<file path="config.mk">
export PLATFORM = sky130hd
export DESIGN_NAME = escaped_byte_crc32
export DESIGN_NICKNAME = d
export VERILOG_FILES = /design/src/ebc_pkg.sv /design/src/ebc_in_reg.sv /design/src/ebc_crc_core.sv /design/src/escaped_byte_crc32.sv
export SDC_FILE = /design/constraint.sdc
export NUM_CORES = 1
export LEC_CHECK = 0
export BUFFER_PORTS_ARGS = -buffer_cell sky130_fd_sc_hd__buf_2
export CORE_ASPECT_RATIO = 1.2
export CORE_MARGIN = 10
export CORE_UTILIZATION = 40
export DETAILED_ROUTE_END_ITERATION = 6
export GPL_ROUTABILITY_DRIVEN = 0
export PLACE_DENSITY = 0.58
export SYNTH_ARGS = -nofsm -noshare
export SYNTH_HDL_FRONTEND = slang
export SYNTH_HIERARCHICAL = 1
export SYNTH_SLANG_ARGS = --single-unit
</file>
<file path="constraint.sdc">
create_clock -name clk -period 4.39 [get_ports clk]
set_clock_uncertainty 0.2 [all_clocks]
set_input_delay 0.439 -clock clk [delete_from_list [all_inputs] [get_ports clk]]
set_output_delay 0.439 -clock clk [all_outputs]
set_load 0.05 [all_outputs]
</file>
<file path="src/ebc_pkg.sv">
// Package for the escaped-byte CRC-32 block: beat types, escape codes
// and the byte-wide CRC and bit-reversal functions. No dependencies.
package ebc_pkg;

  localparam int unsigned CrcWidth  = 32;
  localparam int unsigned ByteWidth = 8;

  localparam logic [CrcWidth-1:0]  PolyReset = 32'h04C1_1DB7;
  localparam logic [CrcWidth-1:0]  InitReset = 32'h0000_0000;
  localparam logic [CrcWidth-1:0]  XorReset  = 32'h0000_0000;
  localparam logic [ByteWidth-1:0] EscChar   = 8'h25;

  // Configuration register indexes.
  localparam logic [1:0] RegPolynomial = 2'd0;
  localparam logic [1:0] RegInitValue  = 2'd1;
  localparam logic [1:0] RegXorOut     = 2'd2;

  // Escape phases. The unused code behaves like PhaseAfterFirst.
  localparam logic [1:0] PhaseNone       = 2'd0;
  localparam logic [1:0] PhaseAfterPct   = 2'd1;
  localparam logic [1:0] PhaseAfterFirst = 2'd2;

  typedef struct packed {
    logic [ByteWidth-1:0] data_byte;
    logic                 last_byte;
  } in_beat_t;

  // Eight CRC bit steps, data taken least significant bit first.
  function automatic logic [CrcWidth-1:0] crc_byte(
    input logic [CrcWidth-1:0]  crc,
    input logic [CrcWidth-1:0]  poly,
    input logic [ByteWidth-1:0] b
  );
    logic [CrcWidth-1:0] c;
    logic                fb;
    c = crc;
    for (int j = 0; j < ByteWidth; j++) begin
      fb = c[CrcWidth-1] ^ b[j];
      c  = {c[CrcWidth-2:0], 1'b0} ^ (fb ? poly : '0);
    end
    return c;
  endfunction

  function automatic logic [CrcWidth-1:0] reverse32(input logic [CrcWidth-1:0] v);
    logic [CrcWidth-1:0] r;
    for (int i = 0; i < CrcWidth; i++) begin
      r[CrcWidth-1-i] = v[i];
    end
    return r;
  endfunction

endpackage

</file>
<file path="src/ebc_in_reg.sv">
// Input register of the escaped-byte CRC-32 block: holds one accepted
// character beat until the CRC core takes it. Depends on ebc_pkg.
module ebc_in_reg (
  input  logic              clk,
  input  logic              rst,
  input  logic              s_tvalid,
  output logic              s_tready,
  input  logic [7:0]        s_tdata,   // data_byte[7:0]
  input  logic              s_tlast,   // last_byte
  output logic              beat_valid,
  output ebc_pkg::in_beat_t beat,
  input  logic              beat_take
);

  logic              full;
  ebc_pkg::in_beat_t hold;

  // The slot frees up in the same cycle in which the core takes it.
  assign s_tready   = !full || beat_take;
  assign beat_valid = full;
  assign beat       = hold;

  always_ff @(posedge clk) begin
    if (rst) begin
      full <= 1'b0;
    end else if (s_tvalid && s_tready) begin
      full <= 1'b1;
    end else if (beat_take) begin
      full <= 1'b0;
    end
  end

  always_ff @(posedge clk) begin
    if (s_tvalid && s_tready) begin
      hold.data_byte <= s_tdata;
      hold.last_byte <= s_tlast;
    end
  end

endmodule

</file>
<file path="src/ebc_crc_core.sv">
// CRC core of the escaped-byte CRC-32 block: escape decoding, CRC state
// update and the result register. Depends on ebc_pkg.
module ebc_crc_core (
  input  logic              clk,
  input  logic              rst,
  input  logic [31:0]       polynomial,
  input  logic [31:0]       init_value,
  input  logic [31:0]       xor_out,
  input  logic              beat_valid,
  input  ebc_pkg::in_beat_t beat,
  output logic              beat_take,
  output logic              m_tvalid,
  input  logic              m_tready,
  output logic [31:0]       m_tdata,   // crc_value[31:0]
  output logic              m_tuser    // failed
);

  logic [31:0] crc;
  logic [31:0] crc_next;
  logic [1:0]  phase;
  logic [1:0]  phase_next;
  logic [3:0]  high_nibble;
  logic [3:0]  high_nibble_next;
  logic        feed;
  logic [7:0]  feed_value;
  logic [31:0] crc_fed;
  logic        fail_now;
  logic [31:0] result_now;
  logic        out_free;

  assign out_free = !m_tvalid || m_tready;
  // A beat that yields no result never waits on the output side.
  assign beat_take = beat_valid && (!beat.last_byte || out_free);

  always_comb begin
    feed             = 1'b0;
    feed_value       = beat.data_byte;
    phase_next       = phase;
    high_nibble_next = high_nibble;
    case (phase)
      ebc_pkg::PhaseNone: begin
        if (beat.data_byte == ebc_pkg::EscChar) begin
          phase_next = ebc_pkg::PhaseAfterPct;
        end else begin
          feed = 1'b1;
        end
      end
      ebc_pkg::PhaseAfterPct: begin
        high_nibble_next = beat.data_byte[3:0];
        phase_next       = ebc_pkg::PhaseAfterFirst;
      end
      default: begin
        feed             = 1'b1;
        feed_value       = {high_nibble, beat.data_byte[3:0]};
        phase_next       = ebc_pkg::PhaseNone;
        high_nibble_next = '0;
      end
    endcase
    crc_fed    = feed ? ebc_pkg::crc_byte(crc, polynomial, feed_value) : crc;
    fail_now   = (phase_next != ebc_pkg::PhaseNone);
    result_now = fail_now ? '0 : (ebc_pkg::reverse32(crc_fed) ^ xor_out);
    crc_next   = crc_fed;
    if (beat.last_byte) begin
      crc_next         = init_value;
      phase_next       = ebc_pkg::PhaseNone;
      high_nibble_next = '0;
    end
  end

  always_ff @(posedge clk) begin
    if (rst) begin
      crc         <= ebc_pkg::InitReset;
      phase       <= ebc_pkg::PhaseNone;
      high_nibble <= '0;
    end else if (beat_take) begin
      crc         <= crc_next;
      phase       <= phase_next;
      high_nibble <= high_nibble_next;
    end
  end

  always_ff @(posedge clk) begin
    if (rst) begin
      m_tvalid <= 1'b0;
    end else if (beat_take && beat.last_byte) begin
      m_tvalid <= 1'b1;
    end else if (m_tready) begin
      m_tvalid <= 1'b0;
    end
  end

  always_ff @(posedge clk) begin
    if (beat_take && beat.last_byte) begin
      m_tdata <= result_now;
      m_tuser <= fail_now;
    end
  end

endmodule

</file>
<file path="src/escaped_byte_crc32.sv">
// Top level of the escaped-byte CRC-32 block: configuration registers and
// the input register and CRC core. Depends on ebc_pkg, ebc_in_reg and
// ebc_crc_core.
//
// Usage:
//   Characters of a message arrive on the s_ stream, one per beat, with
//   s_tlast on the final one. A '%' starts an escape whose next two
//   characters give one byte from their low nibbles. For each message one
//   result beat leaves on the m_ stream: m_tdata is the bit-reversed CRC
//   register XOR xor_out, m_tuser is set (and m_tdata is zero) when the
//   message ended inside an escape. The CRC register then reloads
//   init_value.
//   A character is taken every cycle while no final character waits on a
//   stalled receiver. The input register is loaded on acceptance; for the
//   final character the result register is loaded from it in turn, with
//   the eight CRC bit steps unrolled in between, and m_tvalid rises.
//   While the result register is held by a stalled receiver, characters
//   that do not end a message keep flowing; a final character waits in
//   the input register, after which s_tready drops.
//   The cfg_ channel writes polynomial (index 0), init_value (index 1) and
//   xor_out (index 2); other indexes are ignored. It is always ready.
//   Reset restores polynomial 0x04C11DB7, init_value 0, xor_out 0 and
//   clears both registers and the escape state.
module escaped_byte_crc32 (
  input  logic        clk,
  input  logic        rst,
  input  logic        s_tvalid,
  output logic        s_tready,
  input  logic [7:0]  s_tdata,    // data_byte[7:0]
  input  logic        s_tlast,    // last_byte
  output logic        m_tvalid,
  input  logic        m_tready,
  output logic [31:0] m_tdata,    // crc_value[31:0]
  output logic [0:0]  m_tuser,    // failed
  input  logic        cfg_valid,
  output logic        cfg_ready,
  input  logic [1:0]  cfg_index,
  input  logic [31:0] cfg_data
);

  logic [31:0]       polynomial;
  logic [31:0]       init_value;
  logic [31:0]       xor_out;
  logic              beat_valid;
  logic              beat_take;
  ebc_pkg::in_beat_t beat;

  assign cfg_ready = 1'b1;

  always_ff @(posedge clk) begin
    if (rst) begin
      polynomial <= ebc_pkg::PolyReset;
      init_value <= ebc_pkg::InitReset;
      xor_out    <= ebc_pkg::XorReset;
    end else if (cfg_valid && cfg_ready) begin
      unique case (cfg_index)
        ebc_pkg::RegPolynomial: polynomial <= cfg_data;
        ebc_pkg::RegInitValue:  init_value <= cfg_data;
        ebc_pkg::RegXorOut:     xor_out    <= cfg_data;
        default: ;
      endcase
    end
  end

  ebc_in_reg u_in_reg (
    .clk        (clk),
    .rst        (rst),
    .s_tvalid   (s_tvalid),
    .s_tready   (s_tready),
    .s_tdata    (s_tdata),
    .s_tlast    (s_tlast),
    .beat_valid (beat_valid),
    .beat       (beat),
    .beat_take  (beat_take)
  );

  ebc_crc_core u_crc_core (
    .clk        (clk),
    .rst        (rst),
    .polynomial (polynomial),
    .init_value (init_value),
    .xor_out    (xor_out),
    .beat_valid (beat_valid),
    .beat       (beat),
    .beat_take  (beat_take),
    .m_tvalid   (m_tvalid),
    .m_tready   (m_tready),
    .m_tdata    (m_tdata),
    .m_tuser    (m_tuser[0])
  );

endmodule

</file>
---- Word-level counts from Yosys, hierarchy flattened ----
Cells that the tools add are included.
operators by class
  bitwise gates (word level) .............. 17
  equal/unequal tests ..................... 5
  mux-type cells .......................... 22
  reductions and logical operators ........ 19
operators by type and width
  cell                                           count
  two-way mux 32 bit                             10
  bitwise XOR 32 bit                             9
  == test 8 x 6 -> 1 bit, second input constant  1
  two-way mux 8 bit                              1
  case mux 4 bit (2 select lines)                1
  AND reduction 2 bit                            4
  bitwise XOR 1 bit                              8
  nonzero test 2 bit                             3
  two-way mux 1 bit                              5
  == test 2 x 1 -> 1 bit, second input constant  2
  logical NOT 2 bit                              2
  two-way mux 2 bit                              2
  two-way mux 4 bit                              1
  case mux 2 bit (2 select lines)                1
  logical AND 1 bit                              3
  logical NOT 1 bit                              3
  logical OR 1 bit                               3
  == test 2 bit, second input constant           1
  != test 2 bit, second input constant           1
  case mux 1 bit (2 select lines)                1
  OR reduction 2 bit                             1
storage, ports and cells
  bits in registers ....................... 178
  word-level logic and storage cells ...... 75

---- Longest topological paths before layout ----
  word-level depth ........................ 29
  gate-level depth with buffers ........... 17
  mapped depth without buffers ............ 13

---- Cells and area by module ----
The synthesis kept the hierarchy.
by module, submodules not included
  module              times used  cells an instance  area an instance (sq um)  seq. area each (sq um)
  ebc_crc_core        1           1010               7970.1                    1771.7
  escaped_byte_crc32  1           367                3922.5                    1921.8
  ebc_in_reg          1           14                 325.3                     290.3

---- Least setup slack after synthesis ----
No wires, ideal clock.
  kind .................................... register -> register
  start point ............................. register u_in_reg.hold (netlist bit u_in_reg/beat[1])
  end point ............................... register u_crc_core.m_tdata[20], data pin
  path buffers ............................ 3
  library setup time ...................... 266 ps
  cell stages (with the launch flop) ...... 17
  slack ................................... 339 ps
  arrival time ............................ 3585 ps
  clock period less this slack ............ 4051 ps
  cells stage by stage .................... edfxtp_1 > xor2_2 > buf_2 > nand2_1 > xnor2_2 > or3_1 > and4_1 > a41o_1 > nor4_2 > nor2_1 > a211o_1 > and3_1 > clkbuf_1 > buf_4 > o21a_1 > xnor3_1 > nor2_1
on the way
  cells in the longest elaborated chain, start to end .. 27
ends and longest elaborated chain
  what                  RTL line            source
  start, declared       ebc_in_reg.sv:16    ebc_pkg::in_beat_t hold;
  two-way mux 8 bit     ebc_crc_core.sv:40  case (phase)
  bitwise XOR 1 bit     ebc_pkg.sv:38       fb = c[CrcWidth-1] ^ b[j];
  two-way mux 32 bit    ebc_pkg.sv:39       c = {c[CrcWidth-2:0], 1'b0} ^ (fb ? poly : '0);
  bitwise XOR 32 bit    ebc_pkg.sv:39
  bitwise XOR 1 bit     ebc_pkg.sv:38
  two-way mux 32 bit    ebc_pkg.sv:39
  bitwise XOR 32 bit    ebc_pkg.sv:39
  bitwise XOR 1 bit     ebc_pkg.sv:38
  (+11 left out)        --
  bitwise XOR 1 bit     ebc_pkg.sv:38
  two-way mux 32 bit    ebc_pkg.sv:39
  bitwise XOR 32 bit    ebc_pkg.sv:39
  bitwise XOR 1 bit     ebc_pkg.sv:38
  two-way mux 32 bit    ebc_pkg.sv:39
  bitwise XOR 32 bit    ebc_pkg.sv:39
  two-way mux 32 bit    ebc_crc_core.sv:59  crc_fed = feed ? ebc_pkg::crc_byte(crc, polynomial, feed_value) : crc;
  bitwise XOR 32 bit    ebc_crc_core.sv:61  result_now = fail_now ? '0 : (ebc_pkg::reverse32(crc_fed) ^ xor_out);
  end signal, assigned  ebc_crc_core.sv:94  m_tdata <= result_now;
  end, declared         ebc_crc_core.sv:14  output logic [31:0] m_tdata,
Parallel ways exist; a longest one is shown, timed or not.
A chain may end at the register's enable or synchronous reset.

---- Worst setup path in the final report ----
  start point ............................. register u_in_reg.hold (netlist bit u_in_reg/beat[1])
  end point ............................... register u_crc_core.m_tdata[13], data pin
The elaborated chain is that of the path after synthesis.

==> results.py <==
metrics = {
    "run_status": {
        "status": "finished, final reports clean",
    },
    "power_and_ir_drop": {
        "power_frac_clock": 0.181,
        "powerDensity_nw_per_um2": 608,
        "switching_share": 0.405,
        "switchingPower_uw": 3540,
        "power_frac_comb": 0.574,
        "p_int_uw": 5200,
        "irDropWorstVdd_mv": 0.320,
        "seqPwrFrac": 0.244,
        "power_leakage_uw": 0.00569,
    },
    "yosys": {
        "async_flop_share": 0,
        "synth.distinct_cells": 70,
        "syn_nets": 1439,
        "synth_area_per_cell_sq_um": 8.78,
        "synth_compound_area_frac": 0.132,
        "synth-adder-area-share": 0,
        "synth_edf_count": 42,
        "yosysWarnings": 6,
        "synth_top_family_by_area": "XOR/XNOR gates",
        "synth_cells": 1391,
        "synth_xor_area_frac": 0.219,
        "synth_seq_cells": 178,
        "synth_ff_type": "dfxtp_1",
        "synthMuxAreaShare": 0.0853,
        "synth.yosys.seq_area_share": 0.326,
        "syn-cell-area_sq_um": 12200,
        "synthSimpleGateAreaFrac": 0.188,
    },
    "detailed_routing": {
        "drc_errors": 0,
        "drt_iter0_markers": 738,
        "antenna_left": 0,
        "vias_per_cell": 5.37,
        "routedWlPerCell_um": 20.2,
        "via_count": 9944,
        "wirelength_mm": 37.4,
        "dr.pass1.iters": 7,
    },
    "sta": {
        "rsz0062_at_grt": "yes",
        "slew_headroom": 0.391,
        "fin_ws_ns": 0.123,
        "tns_ns": 0,
        "period_needed_ns": 4.27,
        "setup_violations": 0,
        "post-route-period-util": 0.972,
        "maxSlewViolCount": 0,
        "hold_violations": 0,
        "tightest_slew_ns": 0.914,
        "clock.fmax_mhz": 234,
    },
    "floorplan": {
        "die_height_um": 211,
        "initial_utilization": 0.403,
        "io_pins": 84,
        "core_area_sq_um": 30300,
        "row_count": 70,
        "die_x_um": 180,
        "die-area_sq_um": 38000,
    },
    "clock_network": {
        "h-tree-depth": 4,
        "clk_pin_slew_ns": 0.07,
        "cts_tree": "built",
        "root_buffer": "clkbuf_16",
        "clkLatencyLatePin_ns": 0.43,
        "cts.sink_count": 178,
        "clock_path_buffers": 2,
        "cts_buffers": 17,
    },
    "global_route": {
        "grt_max_degree": 92,
        "track_usage": 0.185,
        "grt_pass1_wl_mm": 56.5,
        "grt_pass1_vias": 9726,
        "grt_antenna_before_repair": 0,
        "grt_overflow": 0,
    },
    "critical_path": {
        "critPathCapture": "u_crc_core/m_tdata[13]$_SDFFCE_PP0P_",
        "required_ns": 4.48,
        "worstSetupStartpointType": "flop",
        "reg2reg_depth": 17,
        "critPathKind": "flop to flop",
        "r2r-end": "u_crc_core/m_tdata[13]$_SDFFCE_PP0P_",
        "end_kind": "flop",
        "crit_fanout": 6,
        "rrSetupSlack_ns": 0.12,
        "crit_arrival_ns": 4.35,
        "reg2reg_from": "u_in_reg/beat[1]$_DFFE_PP_",
        "startpoint": "u_in_reg/beat[1]$_DFFE_PP_",
    },
    "layout": {
        "diodes": 0,
        "finalNetCount": 1491,
        "layout-drive-gt1-share": 0.169,
        "utilization": 0.474,
        "synthToLayoutAreaGrowth_pct": 17.6,
    },
    "placement": {
        "buffer_ports.inserted": 82,
        "pre_cts_slack_ns": 0.0170,
        "place_hpwl_mm": 24.3,
    },
    "hold_path": {
        "holdCritPathClass": "input port to flop",
    },
    "flow_run": {
        "cap_violations": 0,
    },
}
flip-flops by register name, indices dropped and copies added (netlist names), 2 cells and up:
| register | cells |
|---|---|
| u_in_reg/beat | 9 |
| xor_out | 32 |
| u_crc_core/m_tdata | 32 |
| u_crc_core/phase | 2 |
| polynomial | 32 |
| init_value | 32 |
| u_crc_core/high_nibble | 4 |
| u_crc_core/crc | 32 |
worst max-delay path, stage by stage, from the launching register on:
cell       delay (ns)
edfxtp_1         0.47
xor2_2           0.30
buf_4            0.17
nand2_1          0.08
xnor2_2          0.25
xnor2_4          0.16
buf_4            0.16
nand2b_1         0.12
o21ai_0          0.33
o21ai_1          0.24
a2111oi_4        0.40
o21ai_2          0.12
a21oi_4          0.18
buf_12           0.15
buf_4            0.17
o21a_1           0.21
xnor3_1          0.31
nor2_1           0.09
Yosys cell counts, drive strengths merged (2+ instances only):
master / n / area, sq um
a2111oi: 2 / 23.8
a211o: 2 / 17.5
a21boi: 2 / 15.0
a21oi: 35 / 183
a22oi: 32 / 240
a311oi: 24 / 210
a31oi: 4 / 25.0
a32oi: 2 / 17.5
and2: 4 / 27.5
and3: 23 / 144
buf: 31 / 211
clkbuf: 96 / 362
dfxtp: 136 / 2720
edfxtp: 42 / 1260
inv: 8 / 30.0
mux2i: 103 / 1030
nand2: 214 / 803
nand2b: 117 / 739
nand3: 6 / 30.0
nand3b: 4 / 30.0
nand4: 6 / 37.5
nor2: 77 / 289
nor2b: 4 / 25.0
nor3: 7 / 40.0
nor4: 3 / 25.0
o211a: 3 / 30.0
o21a: 31 / 233
o21ai: 63 / 315
o22ai: 32 / 200
or3: 2 / 12.5
or4: 3 / 22.5
or4b: 2 / 20.0
xnor2: 204 / 1800
xnor3: 29 / 653
xor2: 16 / 148
xor3: 3 / 71.3
worst min path at each step:
| stage | startpoint | to | slack [ns] | cells after the start |
|---|---|---|---|---|
| 4_1_cts | s_tvalid | u_in_reg/beat_valid$_SDFFE_PP0P_ | 0.04 | 3 |
| 2_1_floorplan | u_crc_core/high_nibble[0]$_SDFFE_PP0P_ | u_crc_core/high_nibble[0]$_SDFFE_PP0P_ | 0.23 | 2 |
| 3_5_place_dp | u_crc_core/high_nibble[2]$_SDFFE_PP0P_ | u_crc_core/high_nibble[2]$_SDFFE_PP0P_ | 0.24 | 2 |
| 3_3_place_gp | u_crc_core/high_nibble[1]$_SDFFE_PP0P_ | u_crc_core/high_nibble[1]$_SDFFE_PP0P_ | 0.24 | 2 |
| 6_report | s_tvalid | u_in_reg/beat_valid$_SDFFE_PP0P_ | 0.05 | 3 |
| 5_1_grt | s_tvalid | u_in_reg/beat_valid$_SDFFE_PP0P_ | 0.06 | 3 |
cells by family (layout without fill, tap and decap cells):
family                    count (synthesis)  in the layout
and+or+nand+nor                         478            478
xor gates and xnor gates                252            252
buffers and inverters                   135            200
DFF                                     178            178
AOI/OAI and AO/OA                       243            243
muxes                                   104            104
other                                     1              1
final cells by class:
cell class,instances,area [sq um]
Multi-Input combinational cell,1078,8040
Timing Repair Buffer,160,1220
Fill cell,2882,15900
Sequential cell,178,3990
Clock buffer,19,454
Clock inverter,13,154
Inverter,8,30.0
Tap cell,396,495
per-layer routing:
metal | routed length (um) | GRT usage
met3 | 1860 | 0.0278
met1 | 15700 | 0.227
met2 | 18600 | 0.319
met4 | 1160 | 0.0714
met5 | 0 | 0
cells in the final DEF (no fill, tap or decap), drive strengths merged, types with 6 or more instances in the layout:
cell type and count:
a21oi 35, a22oi 32, a311oi 24, and3 23, buf 148, clkbuf 22
clkinv 7, dfxtp 136, dlygate4sd3 9, edfxtp 42, inv 14, mux2i 103
nand2 214, nand2b 117, nand3 6, nand4 6, nor2 77, nor3 7
o21a 31, o21ai 63, o22ai 32, xnor2 204, xnor3 29, xor2 16
through the flow:
step	hold slack [ns]	instances	area [sq um]	total power, uW
final	0.0530	1852	14400	8740
after detailed placement	0.245	1792	13000	6570
after CTS	0.0405	1833	13700	8180
after global placement	0.241	1792	13000	6530
after floorplan	0.232	1391	12200	5510
after global routing	0.0627	1852	14400	9180
timing repair:
| item | CTS | global route |
|---|---|---|
| gates cloned | 0 | 4 |
| setup buffers | 0 | 15 |
| gates resized for setup | 1 | 63 |
| setup endpoints to repair | 1 | 62 |
| hold buffers | 9 | 0 |
| hold endpoints to repair | 9 | 0 |
| pin swaps | 0 | 22 |
power by group through the flow:
stage          combinational, uW  sequential [uW]  clock (uW)
4_1_cts                     4430             2130        1610
2_1_floorplan               3140             2370           0
3_5_place_dp                4400             2170           0
5_1_grt                     5360             2150        1670
6_report                    5020             2130        1590
3_3_place_gp                4360             2170           0
(Power assumes the default switching activity.)
